===== src/hw/rtl/cma_pkg.sv =====
// ----------------------------------------------------------------------------
// cma_pkg
// Shared types and constants of the centered moving average unit.
// ----------------------------------------------------------------------------
package cma_pkg;

    localparam int HALF_WIDTH_BITS = 6;
    localparam logic [HALF_WIDTH_BITS-1:0] HALF_WIDTH_RESET = 6'd15;

    typedef enum logic [1:0] {
        ST_IDLE,
        ST_INJECT,
        ST_DRAIN
    } t_state;

    // control part of a summing token travelling down the cell chain
    typedef struct packed {
        logic valid;
        logic fin;
    } t_tok_ctl;

endpackage


===== src/hw/rtl/cma_cell.sv =====
// ----------------------------------------------------------------------------
// cma_cell
// One cell of the sample chain: holds one sample and adds it to a passing
// summing token when the token's count covers this cell.
// ----------------------------------------------------------------------------
module cma_cell #(
    parameter int CELL_INDEX  = 0,
    parameter int SAMPLE_BITS = 24,
    parameter int SUM_BITS    = 30,
    parameter int CNT_BITS    = 7
) (
    input  logic                  i_clk,
    input  logic                  i_rst_n,
    input  logic                  i_shift,
    input  logic                  i_adv,
    input  logic [SAMPLE_BITS-1:0] i_sample,
    output logic [SAMPLE_BITS-1:0] o_sample,
    input  cma_pkg::t_tok_ctl     i_ctl,
    input  logic [SUM_BITS-1:0]   i_sum,
    input  logic [CNT_BITS-1:0]   i_cnt,
    output cma_pkg::t_tok_ctl     o_ctl,
    output logic [SUM_BITS-1:0]   o_sum,
    output logic [CNT_BITS-1:0]   o_cnt
);

    logic [SAMPLE_BITS-1:0] r_sample;
    cma_pkg::t_tok_ctl      r_ctl;
    logic [SUM_BITS-1:0]    r_sum;
    logic [CNT_BITS-1:0]    r_cnt;
    logic [SUM_BITS-1:0]    n_sum;

    always_comb begin
        if (i_cnt > CNT_BITS'(CELL_INDEX)) begin
            n_sum = i_sum + SUM_BITS'(r_sample);
        end else begin
            n_sum = i_sum;
        end
    end

    always_ff @(posedge i_clk) begin
        if (i_shift) begin
            r_sample <= i_sample;
        end
        if (i_adv) begin
            r_sum <= n_sum;
            r_cnt <= i_cnt;
        end
    end

    always_ff @(posedge i_clk) begin
        if (!i_rst_n) begin
            r_ctl <= '0;
        end else if (i_adv) begin
            r_ctl <= i_ctl;
        end
    end

    assign o_sample = r_sample;
    assign o_ctl    = r_ctl;
    assign o_sum    = r_sum;
    assign o_cnt    = r_cnt;

endmodule


===== config.mk =====
export PLATFORM = sky130hd
export DESIGN_NAME = cma_cell
export DESIGN_NICKNAME = d
export VERILOG_FILES = /design/src/hw/rtl/cma_pkg.sv /design/src/hw/rtl/cma_cell.sv
export SDC_FILE = /design/constraint.sdc
export NUM_CORES = 1
export LEC_CHECK = 0
export ABC_AREA = 1
export BUFFER_PORTS_ARGS = -buffer_cell sky130_fd_sc_hd__buf_2
export CAP_MARGIN = 20
export CORE_ASPECT_RATIO = 0.75
export CORE_MARGIN = 2
export CORE_UTILIZATION = 57
export CTS_CLUSTER_DIAMETER = 200
export DETAILED_ROUTE_END_ITERATION = 10
export GPL_TIMING_DRIVEN = 1
export PLACE_DENSITY_LB_ADDON = 0.05
export SLEW_MARGIN = 30
export SYNTH_ARGS = -nofsm -noshare
export SYNTH_HDL_FRONTEND = slang
export SYNTH_SLANG_ARGS = --single-unit
export TNS_END_PERCENT = 10

===== constraint.sdc =====
create_clock -name i_clk -period 3.33 [get_ports i_clk]
set_input_delay 0.1665 -clock i_clk [delete_from_list [all_inputs] [get_ports i_clk]]
set_output_delay 0.1665 -clock i_clk [all_outputs]
set_load 0.02 [all_outputs]

==> After elaboration in Yosys (flattened, before gate mapping) <==
Index checks and enable logic that the tools add are counted.
{ "classes": {"addsub": 1, "order_cmp": 1, "muxes": 1} }
{ "ops": {"columns": ["op", "n"], "rows": [
  ["adder 30 x 24 -> 30 bit", 1],
  ["two-way mux 30 bit", 1],
  ["greater-than comparator 7 x 1 -> 1 bit (second input constant)", 1]
]} }
{ "word_totals": {"ff_bits": 63, "output_inout_bits": 63, "wordCells": 8} }

==> Logic depth before layout (Yosys ltp) <==
Gate-level depths: netlist (run 1).
{ "logic_depth": {"ltp_word": 2, "depth_mapped": 13} }

==> Worst setup path before layout (run 1) <==
Ideal clock, no wire load.
{ "synth_path": {"path_kind": "register to register", "start": "register r_sample[0] (netlist: o_sample[0])", "end": "register r_sum[16] (netlist: o_sum[16]) (data pin)", "t_arrival_ps": 1930, "t_required_ps": 3077, "slack_ps": 1147, "stages_incl_launch_ff": 12, "n_path_buf": 0, "period_less_slack_ps": 2183, "path_cell_list": "edfxtp_1 ha_1 fa_1 nand3_1 nand3_2 nand2_1 nand2_1 nand2_1 nand2_2 or2_1 nand3_1 nand2_1"} }
{ "synth_between": {"elab_chain_cells": 2} }
{ "synth_lines": {"columns": ["item", "line", "rtl"], "rows": [
  ["from (decl)", "cma_cell.sv:26", "logic [SAMPLE_BITS-1:0] r_sample;"],
  ["from (signal assigned)", "cma_cell.sv:42", "r_sample <= i_sample;"],
  ["adder 30 x 24 -> 30 bit", "cma_cell.sv:34", "n_sum = i_sum + SUM_BITS'(r_sample);"],
  ["two-way mux 30 bit", "cma_cell.sv:33", "if (i_cnt > CNT_BITS'(CELL_INDEX)) begin"],
  ["via n_sum[16]", "cma_cell.sv:30", "logic [SUM_BITS-1:0] n_sum;"],
  ["to (signal assigned)", "cma_cell.sv:45", "r_sum <= n_sum;"],
  ["to (decl)", "cma_cell.sv:28", "logic [SUM_BITS-1:0] r_sum;"]
]} }
The timed path passes the listed nets, and every way through them passes these cells.
A chain may end at the register's enable or synchronous reset.

==> Worst setup path after layout (run 1) <==
Same ends and word-level chain as after synthesis.

==> out/results.tsv, run 1 <==
metric	value	unit
DP Wirelength	9.79	mm
Worst-path clk slew	70	ps
Critical Path End Type	register	
Leak	2.93	nW
Most Used Layer, Global Route	met2	
syn nets	695	
top post-synthesis cells by area	edfxtp_1 41%, nand2_1 20%, inv_1 8.4%	
sequential fraction of the synthesis area	0.420	
core area	7470	um^2
iteration count of the initial detailed-routing pass	6	
maximum VDD drop	0.276	mV
setup TNS	0	ps
Slew Limit Fails	0	
met3 Use GR	0.0852	
Yosys cell types	34	
layout cells sized above 1	0.244	
full die area	8550	um^2
status	complete, no violations	
GP Congestion	0.906	
Netlist Area Pre-Place	4460	um^2
Pwr Density	431	nW/um^2
Async SR Flop Fraction	0	
I/O pin total	130	
port bufs	129	
cell mode on critical path	nand2_1	
Total Routing Usage GR	0.333	
met1 usage	0.432	
post-layout net count	856	
die height	80.6	um
largest net degree at the start of global routing	41	
Pwr Total	2.43	mW
CTS tree	done	
Layout Cells excl Fill	870	
f_max	0.428	GHz
Seq cells post-synth	63	
Syn Inst Count	603	
Antenna diodes	0	
WS Path Type	register to register	
Iter 0 DRT Violations	424	
vias in the first global route	4375	
critical path cell sequence	ha_1 > fa_1 > nand3_1 > nand3_2 > nand2_1 > nand2_1 > nand2_1 > nand2_2 > or2_1 > nand3_1 > nand2_1	
deepest clock path buffer count	2	
Inst Count DP	829	
max-cap viol count	0	
postcts setup bufs	0	
final hold slack	15.6	ps
Post-DRT Antenna Nets	0	
CP bufs+invs	0	
worst hold-check path type	input pin to register	
WL/cell	16.1	um
post-layout min period	2330	ps
row count	27	
first-pass GRT wire length	21.3	mm
initial antenna violation count	0	
syn avg cell area	7.40	um^2
leading area contributor after synthesis	edfxtp_1	
total grt overflow	0	
Sink Count	63	
EDFF count, synth	61	
worst-path fanout max	4	
Post-synth top cells	238 x nand2_1, 100 x inv_1, 61 x edfxtp_1	
Clk Tree Root Cell	clkbuf_8	
Final Setup Violations	0	
most common cell in the netlist	nand2_1	
Worst Max-Slew Pin Slew	666	ps
Critical Path AT	2440	ps
chip width	106	um
clk_lat worst skew	360	ps
Crit path max-delay family	simple AND/OR/NAND/NOR gates	
critical path required time	3430	ps
vias	4632	
final WL	14.0	mm
Starting Density	0.597	
Crit-path slowest cell	fa_1	
part of the cycle the worst path needs	0.701	
Worst slew margin	0.556	
Avg Vias per Cell	5.32	
H-tree depth	3	
synth warn	0	
crit start category	register	
RSZ-0062 raised after global routing	false	
max incr delay on CP	500	ps
clk_skew	15.0	ps
cts bufs inserted	9	
top-area cell type share of the netlist area	0.411	
DRC viols	0	
Area growth syn-to-layout	26.3	%
GRT met2 Usage	0.556	
Final Hold Vio Count	0	
Top FF cell, synth	edfxtp_1	
[where the power goes]
group | switching, mW | internal (mW) | total [mW]
combinational | 0.549 | 0.285 | 0.835
clock | 0.319 | 0.267 | 0.586
sequential | 0.0302 | 0.977 | 1.01
total | 0.899 | 1.53 | 2.43
[worst reg2reg max path: cells and delay by family (launching register included)]
| family | cells | cell delay [ps] |
|---|---|---|
| adder cells (fa/ha/maj) | 2 | 780 |
| flip-flops | 1 | 400 |
| AND/OR/NAND/NOR | 9 | 920 |
[cell families (layout without fill, tap and decap cells)]
logic type,after synthesis,after routing,share of synthesized area
adders and majority gates,25,25,0.0718
AOI/OAI and AO/OA,31,31,0.0390
and+or+nand+nor,364,364,0.357
buffers and inverters,111,277,0.0948
DFF,63,63,0.420
xor gates and xnor gates,9,9,0.0177
[sequential cells by signal (all words and copies together), names as in the netlist]
register,cells
o_sum,30
o_sample,24
o_cnt,7
o_ctl,2
[per-layer routing]
metal	share of wire	vias to the layer above
li1	-	2226
met1	0.42	2068
met2	0.45	314
met3	0.11	24
met4	0.015	0
met5	0	-
[final cells by class]
| type | instances | area, um^2 |
|---|---|---|
| clock buffer | 12 | 135 |
| fill | 565 | 1830 |
| clock inverter | 4 | 22.5 |
| inverter | 106 | 398 |
| tap | 101 | 126 |
| multi-input combinational | 429 | 2160 |
| sequential | 63 | 1870 |
| timing repair buffer | 155 | 913 |
[cell usage in the layout, fill, tap and decap left out, types with 4 or more instances in the layout]
master | netlist | final
nor3_1 | 4 | 4
edfxtp_1 | 61 | 61
a21oi_1 | 12 | 12
buf_2 | 2 | 129
inv_2 | 4 | 4
nor2_2 | 11 | 11
o21ai_0 | 14 | 14
or2_1 | 5 | 5
nand3_2 | 4 | 4
ha_1 | 24 | 24
nand2_1 | 238 | 238
dlygate4sd3_1 | 0 | 24
nand3_1 | 37 | 37
xnor2_1 | 8 | 8
inv_1 | 100 | 100
nor2_1 | 32 | 32
nand4_1 | 6 | 6
clkbuf_8 | 0 | 9
nand2_2 | 17 | 17
[repair_timing]
item                      4_1_cts  5_1_grt
resized for setup               0        0
hold endpoints to repair       24        0
hold buffers                   24        0
[metrics by stage]
stage                     area [um^2]  utilization  worst slack [ps]
after floorplan                  4460            -              1150
after global placement           5210        0.698              1150
after detailed placement         5210        0.698              1040
after CTS                        5610        0.752              1040
after global routing             5630        0.754               863
final                            5630        0.754               995
[worst paths after layout]
path	from	to	slack (ps)	depth (start not counted)
max	o_sample[0]	o_sum[16]	1000	11
min	i_cnt[3]	o_cnt[3]	20	1
max reg2reg	o_sample[0]	o_sum[16]	1000	11
min reg2reg	o_ctl[0]	o_ctl[0]	510	2
Power figures use the tool's default switching activity.
==> inputs of run 2 (changes only) <==
--- a/config.mk
+++ b/config.mk
@@ -10,7 +10,7 @@
 export CAP_MARGIN = 20
 export CORE_ASPECT_RATIO = 0.75
 export CORE_MARGIN = 2
-export CORE_UTILIZATION = 57
+export CORE_UTILIZATION = 48
 export CTS_CLUSTER_DIAMETER = 200
 export DETAILED_ROUTE_END_ITERATION = 10
 export GPL_TIMING_DRIVEN = 1
==> constraint.sdc (replaced) <==
create_clock -name i_clk -period 2.04 [get_ports i_clk]
set_input_delay 0.102 -clock i_clk [delete_from_list [all_inputs] [get_ports i_clk]]
set_output_delay 0.102 -clock i_clk [all_outputs]
set_load 0.02 [all_outputs]
==> out/results.tsv, run 2 (synthesis gave the netlist of run 1 again) <==
metric	value	unit
maximum VDD drop	0.578	mV
first-pass GRT wire length	19.9	mm
status	complete, no violations	
final hold slack	13.5	ps
switching power total	1.52	mW
Worst R2R End	o_sum[14]	
Leak	3.09	nW
critical path cell sequence	ha_4 > fa_2 > buf_4 > nand2_1 > nand3_1 > nand3_1 > nand3b_1 > nand3_1 > nand2_1	
port bufs	129	
reg2reg path depth	9	
setup TNS	0	ps
Flop pwr share	0.367	
layout cells sized above 1	0.306	
core area	9050	um^2
RSZ-0062 raised after global routing	true	
clk_lat worst skew	330	ps
f_max	0.496	GHz
Avg Vias per Cell	4.89	
part of the cycle the worst path needs	0.988	
row count	30	
Largest register FFs	30	
worst-path fanout max	3	
Inst Count DP	864	
Crit path max-delay family	simple AND/OR/NAND/NOR gates	
vias	4500	
max incr delay on CP	430	ps
I/O pin total	130	
Post-DRT Antenna Nets	0	
Area growth syn-to-layout	41.8	%
Total Routing Usage GR	0.262	
deepest clock path buffer count	2	
Worst slew margin	0.572	
largest net degree at the start of global routing	28	
max-cap viol count	0	
Antenna diodes	0	
DP Wirelength	9.86	mm
iteration count of the initial detailed-routing pass	5	
critical path required time	2120	ps
Clk Tree Root Cell	clkbuf_16	
DRC viols	0	
CP Launch Point	o_sample[0]	
Crit-path slowest cell	edfxtp_1	
commonest non-fill, non-tap cell in the layout	nand2_1	
CTS tree	done	
fin area	6320	um^2
Critical Path End Type	register	
cell mode on critical path	nand3_1	
post-layout net count	879	
CP bufs+invs	1	
vias in the first global route	4234	
Slew Limit Fails	0	
CP Depth	9	
Worst-path clk slew	50	ps
Area after DPL	5330	um^2
worst hold-check path type	input pin to register	
switch share	0.335	
die height	87.5	um
final WL	13.1	mm
post-layout min period	2020	ps
P_int	3.01	mW
Critical Path AT	2100	ps
full die area	10100	um^2
chip width	115	um
initial antenna violation count	0	
worst reg2reg startpoint	o_sample[0]	
cts bufs inserted	9	
WS Path Type	register to register	
area of the multi-input gates	2530	um^2
clock share of power	0.301	
Layout fillers	739	
register area	1870	um^2
Comb pwr share	0.331	
GP Congestion	1.01	
crit start category	register	
Pwr Density	716	nW/um^2
Iter 0 DRT Violations	283	
total grt overflow	0	
FF-to-FF setup slack	20	ps
Worst Max-Slew Pin Slew	642	ps
H-tree depth	3	
WL/cell	14.3	um
Sink Count	63	
Critical Path Sink	o_sum[14]	
clk_skew	4.95	ps
Final Hold Vio Count	0	
Layout Cells excl Fill	920	
Final Setup Violations	0	
most frequent cells in the layout	229 x nand2_1, 129 x buf_2, 100 x inv_1	
end-of-flow core utilization	0.699	
Starting Density	0.493	
## run 2: cell count changes in the layout (fill, tap and decap cells not counted), moves of 7 or more
cell	previous run	this run
ha_1	24	1
ha_4	0	23
buf_4	1	16
clkbuf_16	0	9
clkbuf_8	9	0
nand2_1	238	229
dlygate4sd3_1	24	32
nand2_2	17	24
## run 2: metrics by stage
stage | setup WS, ps | power (mW)
floorplan | -29.2 | 2.52
global placement | -19.8 | 2.95
detailed placement | -32.9 | 2.96
CTS | -10.4 | 4.41
global route | -69.0 | 4.76
finish | 23.6 | 4.53
## run 2: metal layers
metal / track usage / share of wire / routed length (um)
met4: 0.0778 / 0.015 / 197
met1: 0.375 / 0.46 / 6000
met3: 0.0564 / 0.099 / 1300
met5: 0 / 0 / 0
met2: 0.401 / 0.43 / 5640
## run 2: worst min-delay path by stage
stage / start / to / slack (ps) / cells after the start
finish: i_ctl[0] / o_ctl[0] / 10 / 3
global route: i_ctl[0] / o_ctl[0] / 50 / 3
floorplan: i_cnt[0] / o_cnt[0] / 200 / 0
global placement: i_sample[5] / o_sample[5] / 280 / 1
detailed placement: i_sample[11] / o_sample[11] / 280 / 1
CTS: i_ctl[0] / o_ctl[0] / 10 / 3
## run 2: repair_timing
item                                    4_1_cts  5_1_grt
resized for setup                             9       46
hold endpoints to repair                     32        0
endpoints found under the setup margin        4       21
hold buffers                                 32        0
buffers inserted                              1        7
pin swaps                                     0       14
## run 2: tightest hold or removal path, cell delays in order
cell    delay (ps)
buf_2           80
nor2_1          40
nor2_1          90
## run 2: power by group through the flow
stage               registers [mW]  logic (mW)  clock network, mW
global placement              1.67        1.28                  0
CTS                           1.65        1.37               1.39
floorplan                     1.85       0.670                  0
finish                        1.67        1.50               1.37
detailed placement            1.67        1.29                  0
global route                  1.68        1.65               1.43
## run 2: cell type report
type / count / share of cell area
inverters: 106 / 0.0629
repair buffers: 178 / 0.175
well taps: 128 / 0.0253
flip-flops and latches: 63 / 0.296
clock inverters: 4 / 0.00356
clock buffers: 12 / 0.0374
multi-input cells: 429 / 0.400
