--- src/hw/rtl/cma_div.sv ---
// ----------------------------------------------------------------------------
// cma_div
// Restoring divider, one quotient bit per cycle, with the result register
// that drives the output channel.
// ----------------------------------------------------------------------------
module cma_div #(
    parameter int SUM_BITS = 30,
    parameter int CNT_BITS = 7,
    parameter int AVG_BITS = 24
) (
    input  logic                i_clk,
    input  logic                i_rst_n,
    input  logic                i_valid,
    output logic                o_ready,
    input  logic [SUM_BITS-1:0] i_sum,
    input  logic [CNT_BITS-1:0] i_cnt,
    input  logic                i_fin,
    output logic                o_valid,
    input  logic                i_ready,
    output logic [AVG_BITS-1:0] o_average,
    output logic                o_fin
);

    localparam int STEP_BITS = $clog2(SUM_BITS);

    logic                 r_busy;
    logic                 r_done;
    logic [STEP_BITS-1:0] r_step;
    logic [CNT_BITS-1:0]  r_rem;
    logic [CNT_BITS-1:0]  r_div;
    logic [SUM_BITS-1:0]  r_quo;
    logic                 r_fin;
    logic                 r_out_valid;
    logic [AVG_BITS-1:0]  r_avg;
    logic                 r_out_fin;

    logic [CNT_BITS:0]    w_shift;
    logic [CNT_BITS:0]    w_diff;
    logic                 w_ge;
    logic                 w_load_out;

    assign w_shift    = {r_rem, r_quo[SUM_BITS-1]};
    assign w_diff     = w_shift - {1'b0, r_div};
    assign w_ge       = w_shift >= {1'b0, r_div};
    assign w_load_out = r_busy && r_done && (!r_out_valid || i_ready);

    always_ff @(posedge i_clk) begin
        if (!i_rst_n) begin
            r_busy      <= 1'b0;
            r_done      <= 1'b0;
            r_out_valid <= 1'b0;
        end else begin
            if (i_valid && !r_busy) begin
                r_busy <= 1'b1;
                r_done <= 1'b0;
            end else if (r_busy && !r_done && r_step == STEP_BITS'(SUM_BITS - 1)) begin
                r_done <= 1'b1;
            end else if (w_load_out) begin
                r_busy <= 1'b0;
                r_done <= 1'b0;
            end
            if (w_load_out) begin
                r_out_valid <= 1'b1;
            end else if (r_out_valid && i_ready) begin
                r_out_valid <= 1'b0;
            end
        end
    end

    always_ff @(posedge i_clk) begin
        if (i_valid && !r_busy) begin
            r_quo  <= i_sum;
            r_rem  <= '0;
            r_div  <= i_cnt;
            r_fin  <= i_fin;
            r_step <= '0;
        end else if (r_busy && !r_done) begin
            r_rem  <= w_ge ? w_diff[CNT_BITS-1:0] : w_shift[CNT_BITS-1:0];
            r_quo  <= {r_quo[SUM_BITS-2:0], w_ge};
            r_step <= r_step + STEP_BITS'(1);
        end
        if (w_load_out) begin
            r_avg     <= r_quo[AVG_BITS-1:0];
            r_out_fin <= r_fin;
        end
    end

    assign o_ready   = !r_busy;
    assign o_valid   = r_out_valid;
    assign o_average = r_avg;
    assign o_fin     = r_out_fin;

endmodule
--- config.mk ---
export PLATFORM = sky130hd
export DESIGN_NAME = cma_div
export DESIGN_NICKNAME = d
export VERILOG_FILES = /design/src/hw/rtl/cma_div.sv
export SDC_FILE = /design/constraint.sdc
export NUM_CORES = 1
export LEC_CHECK = 0
export BUFFER_PORTS_ARGS = -buffer_cell sky130_fd_sc_hd__buf_2
export CORE_MARGIN = 5
export CORE_UTILIZATION = 45
export DETAILED_ROUTE_END_ITERATION = 6
export PLACE_DENSITY = 0.8
export SLEW_MARGIN = 5
export SYNTH_ARGS = -nofsm -noshare
export SYNTH_HDL_FRONTEND = slang
export SYNTH_SLANG_ARGS = --single-unit
--- constraint.sdc ---
create_clock -name i_clk -period 2.2 [get_ports i_clk]
set_input_delay 0.11 -clock i_clk [delete_from_list [all_inputs] [get_ports i_clk]]
set_output_delay 0.11 -clock i_clk [all_outputs]
set_load 0.03 [all_outputs]
# ---- Word-level counts from Yosys, hierarchy flattened
# Index checks and enable logic that the tools add are counted.
dict set report totals {
  latch_bits 0
  out_inout_bits 27
  mem_bits_rw 0
  in_bits 42
  regBits 78
  mem_bits_ro 0
  word_cells 41
  memories 0
}
dict set report classes {
  mul 0
  order_cmp 1
  div 0
  n_mux 9
  n_shift 0
  n_eq_ne 2
  reduce_logical 16
  bitwise_logic 1
  n_addsub 2
}
# op n
set ops {}
lappend ops {{$mux W30} 2}
lappend ops {{$ge A8 B7 Y1} 1}
lappend ops {{$reduce_bool A2 Y1} 4}
lappend ops {{$mux W7} 1}
lappend ops {{$sub A7 B7 Y7} 1}
lappend ops {{$logic_and A1 B1 Y1} 6}
lappend ops {{$mux W1} 6}
lappend ops {{$add A5 B1 Y5 const B} 1}
lappend ops {{$eq A5 B5 Y1 const B} 1}
lappend ops {{$logic_not A1 Y1} 3}
lappend ops {{$ne A2 B1 Y1 const B} 1}
lappend ops {{$reduce_and A2 Y1} 1}
lappend ops {{$reduce_or A2 Y1} 1}
lappend ops {{$logic_or A1 B1 Y1} 1}
lappend ops {{$not A1 Y1} 1}

# ---- Depth between registers and ports, before layout
# Gate-level depths: netlist of the first run.
dict set report logic_depth {
  word_depth 6
  depth_mapped 9
}

# ---- Least setup slack after synthesis of the first run
# OpenSTA, ideal clock, no wires.
dict set report synth_path {
  path_type {reg-to-reg}
  from {register r_div[0]}
  to {register r_rem[0]}
  path_slack_ns 0.171
  arrival_time_ns 1.936
  n_path_buf 1
  path_stages_with_launch 9
  synth_period_minus_slack_ns 2.029
  cell_sequence {edfxtp_1 ha_1 fa_1 nand2b_2 o2bb2ai_2 a31o_1 buf_6 and2_4 o311ai_2}
}
dict set report synth_between {
  elab_chain_cells 2
  word_cells_on_any_way 3
}
# item line
set synth_rtl {}
lappend synth_rtl {{start: declaration} 30} ;# logic [CNT_BITS-1:0] r_div;
lappend synth_rtl {{start signal: assignment} 74} ;# r_div <= i_cnt;
lappend synth_rtl {{$sub A7 B7 Y7 / $ge A8 B7 Y1 (equally long branches)} {43, 44}}
lappend synth_rtl {{$mux W7 (*)} 78} ;# r_rem <= w_ge ? w_diff[CNT_BITS-1:0] : w_shift[CNT_BITS-1:0];
lappend synth_rtl {{end signal: assignment} 78}
lappend synth_rtl {{end: declaration} 29} ;# logic [CNT_BITS-1:0] r_rem;
# Mark *: on every way between the ends. The rest lies on a longest branch, timed or not.
# A chain may end at the register's enable or synchronous reset.

# ---- Final worst setup path of the first run
# Same ends and word-level chain as after synthesis.

==> results.yml, run 1 <==
run_status:
  outcome: "finished clean"
worst_setup_path:
  cp_num_cells: 7
  critical_path.max_stage_delay_ns: 0.37
  critPathBufInv: 0
  critPathMaxFanout: 10
  cp_cell_sequence: "ha_1, fa_2, nand2b_2, o2bb2ai_2, a31o_4, and2_4, o311ai_2"
  cp_top_family: "compound AO/OA/AOI/OAI gates"
  critPathKind: "register to register"
  end_kind: "register"
  required_ns: 2.45
  cp-startpoint: "r_div[0]"
  startpoint_type: "register"
  r2r_start: "r_div[0]"
  rr_worst_depth: 7
  worstPathArrival_ns: 2.31
  cp_slowest_cell: "edfxtp_1"
yosys:
  synth_top_area_share_pct: 57.7
  synth_area_um2: 3280
  synth_edf_count: 63
  synth_area_leader_cell: "edfxtp_1"
  synth_nets: 273
  synth_ff_type: "edfxtp_1"
  async_reset_ff_share_pct: 0
  yosys-top-cells-area: "edfxtp_1 (58%), mux2_2 (10%), dfxtp_1 (9.2%)"
  synth.distinct_cells: 41
  ys_warn_count: 0
  avgSynthCellArea_um2: 14.8
  synth-seq-cells: 78
  seq_area_frac_synth_pct: 66.9
  syn_inst: 221
cells_and_area:
  multi_input_area_um2: 1010
  diodes: 0
  nets: 360
  layout_common_cells: "buf_2 (68), edfxtp_1 (63), mux2_2 (29)"
  syn_to_final_growth_pct: 23.7
  final_area_um2: 4050
  register_area_um2: 2190
  layout_commonest_cell: "buf_2"
  fin_util_pct: 56.5
  nFillCells: 563
  drive_gt1_share_pct: 40.9
  final_cells: 412
placement:
  dpl_cell_area_um2: 3760
  dp.cells: 388
  gp_congestion: 0.828
  dp_hpwl_um: 4250
  port_buffers: 68
sta:
  timing.fmax_mhz: 485
  timing.final.hold_violations: 0
  rsz0062_at_grt: "false"
  whs_ns: 0.0240
  min_period_ns: 2.06
  max_slew.worst_pin.slew_ns: 0.413
  slew_headroom_pct: 72.5
  maxSlewViolCount: 0
  skew_ns: 0.00930
  setup_tns_ns: 0
  finalSetupViolCount: 0
  finalCritPeriodShare_pct: 93.7
clocking:
  post_cts_buffers: 0
  htreeDepth: 3
  cts_made_buffers: 9
  cts_buffer_depth: 2
  clock-sinks: 78
  cts_root_buffer: "clkbuf_8"
  clk_pin_slew_ns: 0.08
  cts_tree: "yes"
  clock_latency_ns: 0.34
route:
  vias: 2063
  drtAntennaViolNets: 0
  wire_per_inst_um: 14.6
  wl_um: 6030
  drt_iter0_drc: 110
  firstDrtPassIters: 5
  drc: 0
  vias_per_cell: 5.01
pwr:
  p_per_area_nw_per_um2: 881
  ir_worst_vdd_mv: 0.381
  p_leak_nw: 1.58
global_route:
  grt_max_degree: 32
  first_global_vias: 2027
  grt.overflow.total: 0
  antenna_found_initial: 0
  grt_usage_pct: 13.8
  grt_pass1_wl_um: 9430
hold_path:
  hold_class: "input pin to register"
  whs_path_depth: 3
  min_from: "i_rst_n"
floorplan:
  floorplan.initialDensity_pct: 45.7
  die-area_um2: 9090
  ios: 69
  core_um2: 7180
  die_y_um: 95.3
  placement_rows: 31
  die_w_um: 95.3
run:
  maxCapViolations: 0
layer usage:
layer	wire length, µm	GRT usage (%)	vias to the layer above
li1	-	-	1004
met1	2530	16.5	998
met2	3080	22.7	47
met3	270	3.00	14
met4	149	8.17	0
met5	0	0	-
final cells by class:
class | count | area share (%)
repair buffers | 82 | 11.5
inverters | 15 | 1.39
clock buffers | 9 | 3.06
flip-flops and latches | 78 | 54.1
well taps | 99 | 3.06
clock inverters | 7 | 1.98
multi-input cells | 122 | 24.9
flip-flops by register name, indices dropped and copies added (netlist names):
register	count
r_step	5
r_quo	30
o_fin	1
o_average	24
r_busy	1
r_fin	1
r_div	7
r_done	1
r_rem	7
o_valid	1
cell families after synthesis:
family,Yosys count,share of synthesized area (%)
XOR/XNOR,5,1.34
multiplexers,32,10.9
AND/OR/NAND/NOR,50,7.87
AO/OA/AOI/OAI,25,6.15
buffers and inverters,21,2.83
adder cells (fa/ha/maj),10,4.05
flip-flops,78,66.9
path summary, 6_finish.rpt:
path                            endpoint  slack, ns
worst max-delay path            r_rem[0]       0.14
worst min-delay path              r_busy       0.02
worst max register to register  r_rem[0]       0.14
worst min register to register     o_fin       0.44
per-stage QoR:
step                      power, mW  worst slack (ns)
after floorplan                2.33             0.171
after global placement         2.47             0.119
after detailed placement       2.50            0.0503
after CTS                      3.60            0.0314
after global routing           3.75            0.0187
final                          3.57             0.139
worst reg2reg max path, stage by stage, from the launching register on:
cell	delay [ns]
edfxtp_1	0.37
ha_1	0.23
fa_2	0.35
nand2b_2	0.21
o2bb2ai_2	0.15
a31o_4	0.27
and2_4	0.17
o311ai_2	0.24
what timing repair did:
item / in CTS / in global routing
endpoints found under the setup margin: 0 / 7
endpoints found under the hold margin: 8 / 0
hold buffers: 8 / 0
gates resized for setup: 0 / 3
Yosys cell counts, types with 2 or more instances:
library cell / instances
edfxtp_1: 63
mux2_2: 29
dfxtp_1: 15
inv_1: 15
nand2_1: 11
nor2_1: 11
ha_1: 9
nand4_1: 8
buf_2: 5
a21oi_1: 4
nand2b_1: 4
nor3_1: 4
o211ai_1: 4
mux2i_1: 3
o21ai_0: 3
xor2_1: 3
a221oi_1: 2
nand3_1: 2
nor2b_1: 2
o311ai_2: 2
xnor2_1: 2
power by group:
group | switching [mW] | internal [mW]
Sequential | 0.0871 | 1.77
Clock | 0.544 | 0.536
Combinational | 0.324 | 0.313
No activity file was read; power rests on OpenSTA's default activity.
==> run 2: changes to the inputs <==
==> config.mk (replaced) <==
export PLATFORM = sky130hd
export DESIGN_NAME = cma_div
export DESIGN_NICKNAME = d
export VERILOG_FILES = /design/src/hw/rtl/cma_div.sv
export SDC_FILE = /design/constraint.sdc
export NUM_CORES = 1
export LEC_CHECK = 0
export CORE_UTILIZATION = 45
export DETAILED_ROUTE_END_ITERATION = 6
export DONT_BUFFER_PORTS = 1
export HOLD_SLACK_MARGIN = 0.05
export PLACE_DENSITY = 0.72
export SLEW_MARGIN = 5
export SYNTH_ARGS = -nofsm -noshare
export SYNTH_HDL_FRONTEND = slang
export SYNTH_SLANG_ARGS = --single-unit
==> results.yml, run 2 (synthesis gave the netlist of run 1 again) <==
sta:
  skew_ns: 0.00883
  setup_slack_ns: 0.135
  rsz0062_at_grt: "false"
  timing.final.hold_violations: 0
  max_slew.worst_pin.slew_ns: 0.641
  timing.fmax_mhz: 484
  setup_tns_ns: 0
  maxSlewViolCount: 0
  whs_ns: 0.182
  slew_headroom_pct: 57.1
  finalCritPeriodShare_pct: 93.9
  finalSetupViolCount: 0
  min_period_ns: 2.06
worst_setup_path:
  cp_num_cells: 7
  cp_slowest_cell: "fa_1"
  critical_path.max_stage_delay_ns: 0.39
  r2r_setup_slack_ns: 0.14
  cp_top_family: "compound AO/OA/AOI/OAI gates"
  required_ns: 2.45
  critPathBufInv: 0
  worstPathArrival_ns: 2.31
  end_kind: "register"
  rr_worst_depth: 7
  critPathMaxFanout: 6
  startpoint_type: "register"
  critPathKind: "register to register"
  cp_cell_sequence: "ha_1, fa_1, nand2b_4, o2bb2ai_2, a31o_4, and2_4, o311ai_2"
route:
  drc: 0
  drtAntennaViolNets: 0
  wl_um: 6010
  vias_per_cell: 5.21
  vias: 1948
  firstDrtPassIters: 4
  wire_per_inst_um: 16.1
  drt_iter0_drc: 169
hold_path:
  hold_class: "input pin to register"
  whs_path_depth: 4
global_route:
  grt_pass1_wl_um: 9310
  grt_max_degree: 44
  antenna_found_initial: 0
  grt_usage_pct: 16.5
  grt.overflow.total: 0
  first_global_vias: 1952
clocking:
  cts_buffer_depth: 2
  clock-sinks: 78
  clk_pin_slew_ns: 0.09
  htreeDepth: 3
  cts_made_buffers: 9
  cts_tree: "yes"
  cts_root_buffer: "clkbuf_8"
  clock_latency_ns: 0.34
floorplan:
  floorplan.initialDensity_pct: 47.4
  die_w_um: 87.3
  placement_rows: 30
  die_y_um: 87.3
  ios: 69
  die-area_um2: 7630
  core_um2: 6910
cells_and_area:
  nets: 325
  fin_util_pct: 58.6
  drive_gt1_share_pct: 20.9
  largest_reg_flops: 30
  largest_register: "r_quo"
  register_area_um2: 2190
  nFillCells: 557
  syn_to_final_growth_pct: 23.5
  layout_common_cells: "edfxtp_1 (63), dlygate4sd3_1 (41), mux2_2 (29)"
  multi_input_area_um2: 1010
  diodes: 0
  layout_commonest_cell: "edfxtp_1"
pwr:
  ir_worst_vdd_mv: 0.562
  p_leak_nw: 1.45
  p_per_area_nw_per_um2: 885
placement:
  port_buffers: 0
  dp_hpwl_um: 3690
  pre_cts_ws_ns: 0.122
  gp_congestion: 0.841
run:
  maxCapViolations: 0
run_status:
  outcome: "finished clean"
[run 2: changes by cell type in the layout (fill, tap and decap cells not counted)]
cell           before  now
nand2b_2            1    0
buf_12              0    1
clkinv_4            2    0
clkinvlp_4          2    3
buf_2              68    0
buf_4               6    5
fa_1                0    1
clkbuf_1            0    1
fa_2                1    0
dlygate4sd3_1       8   41
nand2b_4            0    1
[run 2: per-stage QoR]
step | power [mW] | area, µm² | instances
final | 3.58 | 4050 | 374
after global routing | 3.76 | 4050 | 374
after CTS | 3.59 | 4030 | 373
after detailed placement | 2.46 | 3420 | 316
after global placement | 2.45 | 3420 | 316
after floorplan | 2.33 | 3280 | 221
[run 2: what timing repair did]
item	in CTS	in global routing
endpoints found under the hold margin	41	0
resized for setup	0	2
setup buffers	0	1
hold buffers	41	0
setup endpoints to repair	0	2
[run 2: worst paths after layout]
check	from	endpoint
hold reg to reg	r_fin	o_fin
setup reg to reg	r_div[0]	r_rem[0]
setup / recovery	r_div[0]	r_rem[0]
hold / removal	i_valid	r_rem[6]
[run 2: routing by layer]
metal | up-vias | track usage (%) | wire length (µm)
li1 | 932 | - | -
met1 | 943 | 21.8 | 2710
met2 | 64 | 25.3 | 2940
met3 | 9 | 4.64 | 260
met4 | 0 | 7.90 | 98
met5 | - | 0 | 0
[run 2: cell type report]
class	instances	share of cell area (%)
well taps	96	2.97
clock inverters	6	1.73
repair buffers	47	11.6
clock buffers	10	3.15
inverters	15	1.39
flip-flops and latches	78	54.2
multi-input cells	122	25.0
[run 2: report_power, final]
group | switching (mW) | internal, mW | total (mW)
clock | 0.531 | 0.532 | 1.06
combinational | 0.334 | 0.332 | 0.666
sequential | 0.0855 | 1.77 | 1.85
[run 2: tightest hold or removal path, cell delays in order]
cell	delay [ns]
nor2b_4	0.13
nor2_2	0.10
nand2_1	0.07
o211ai_1	0.07
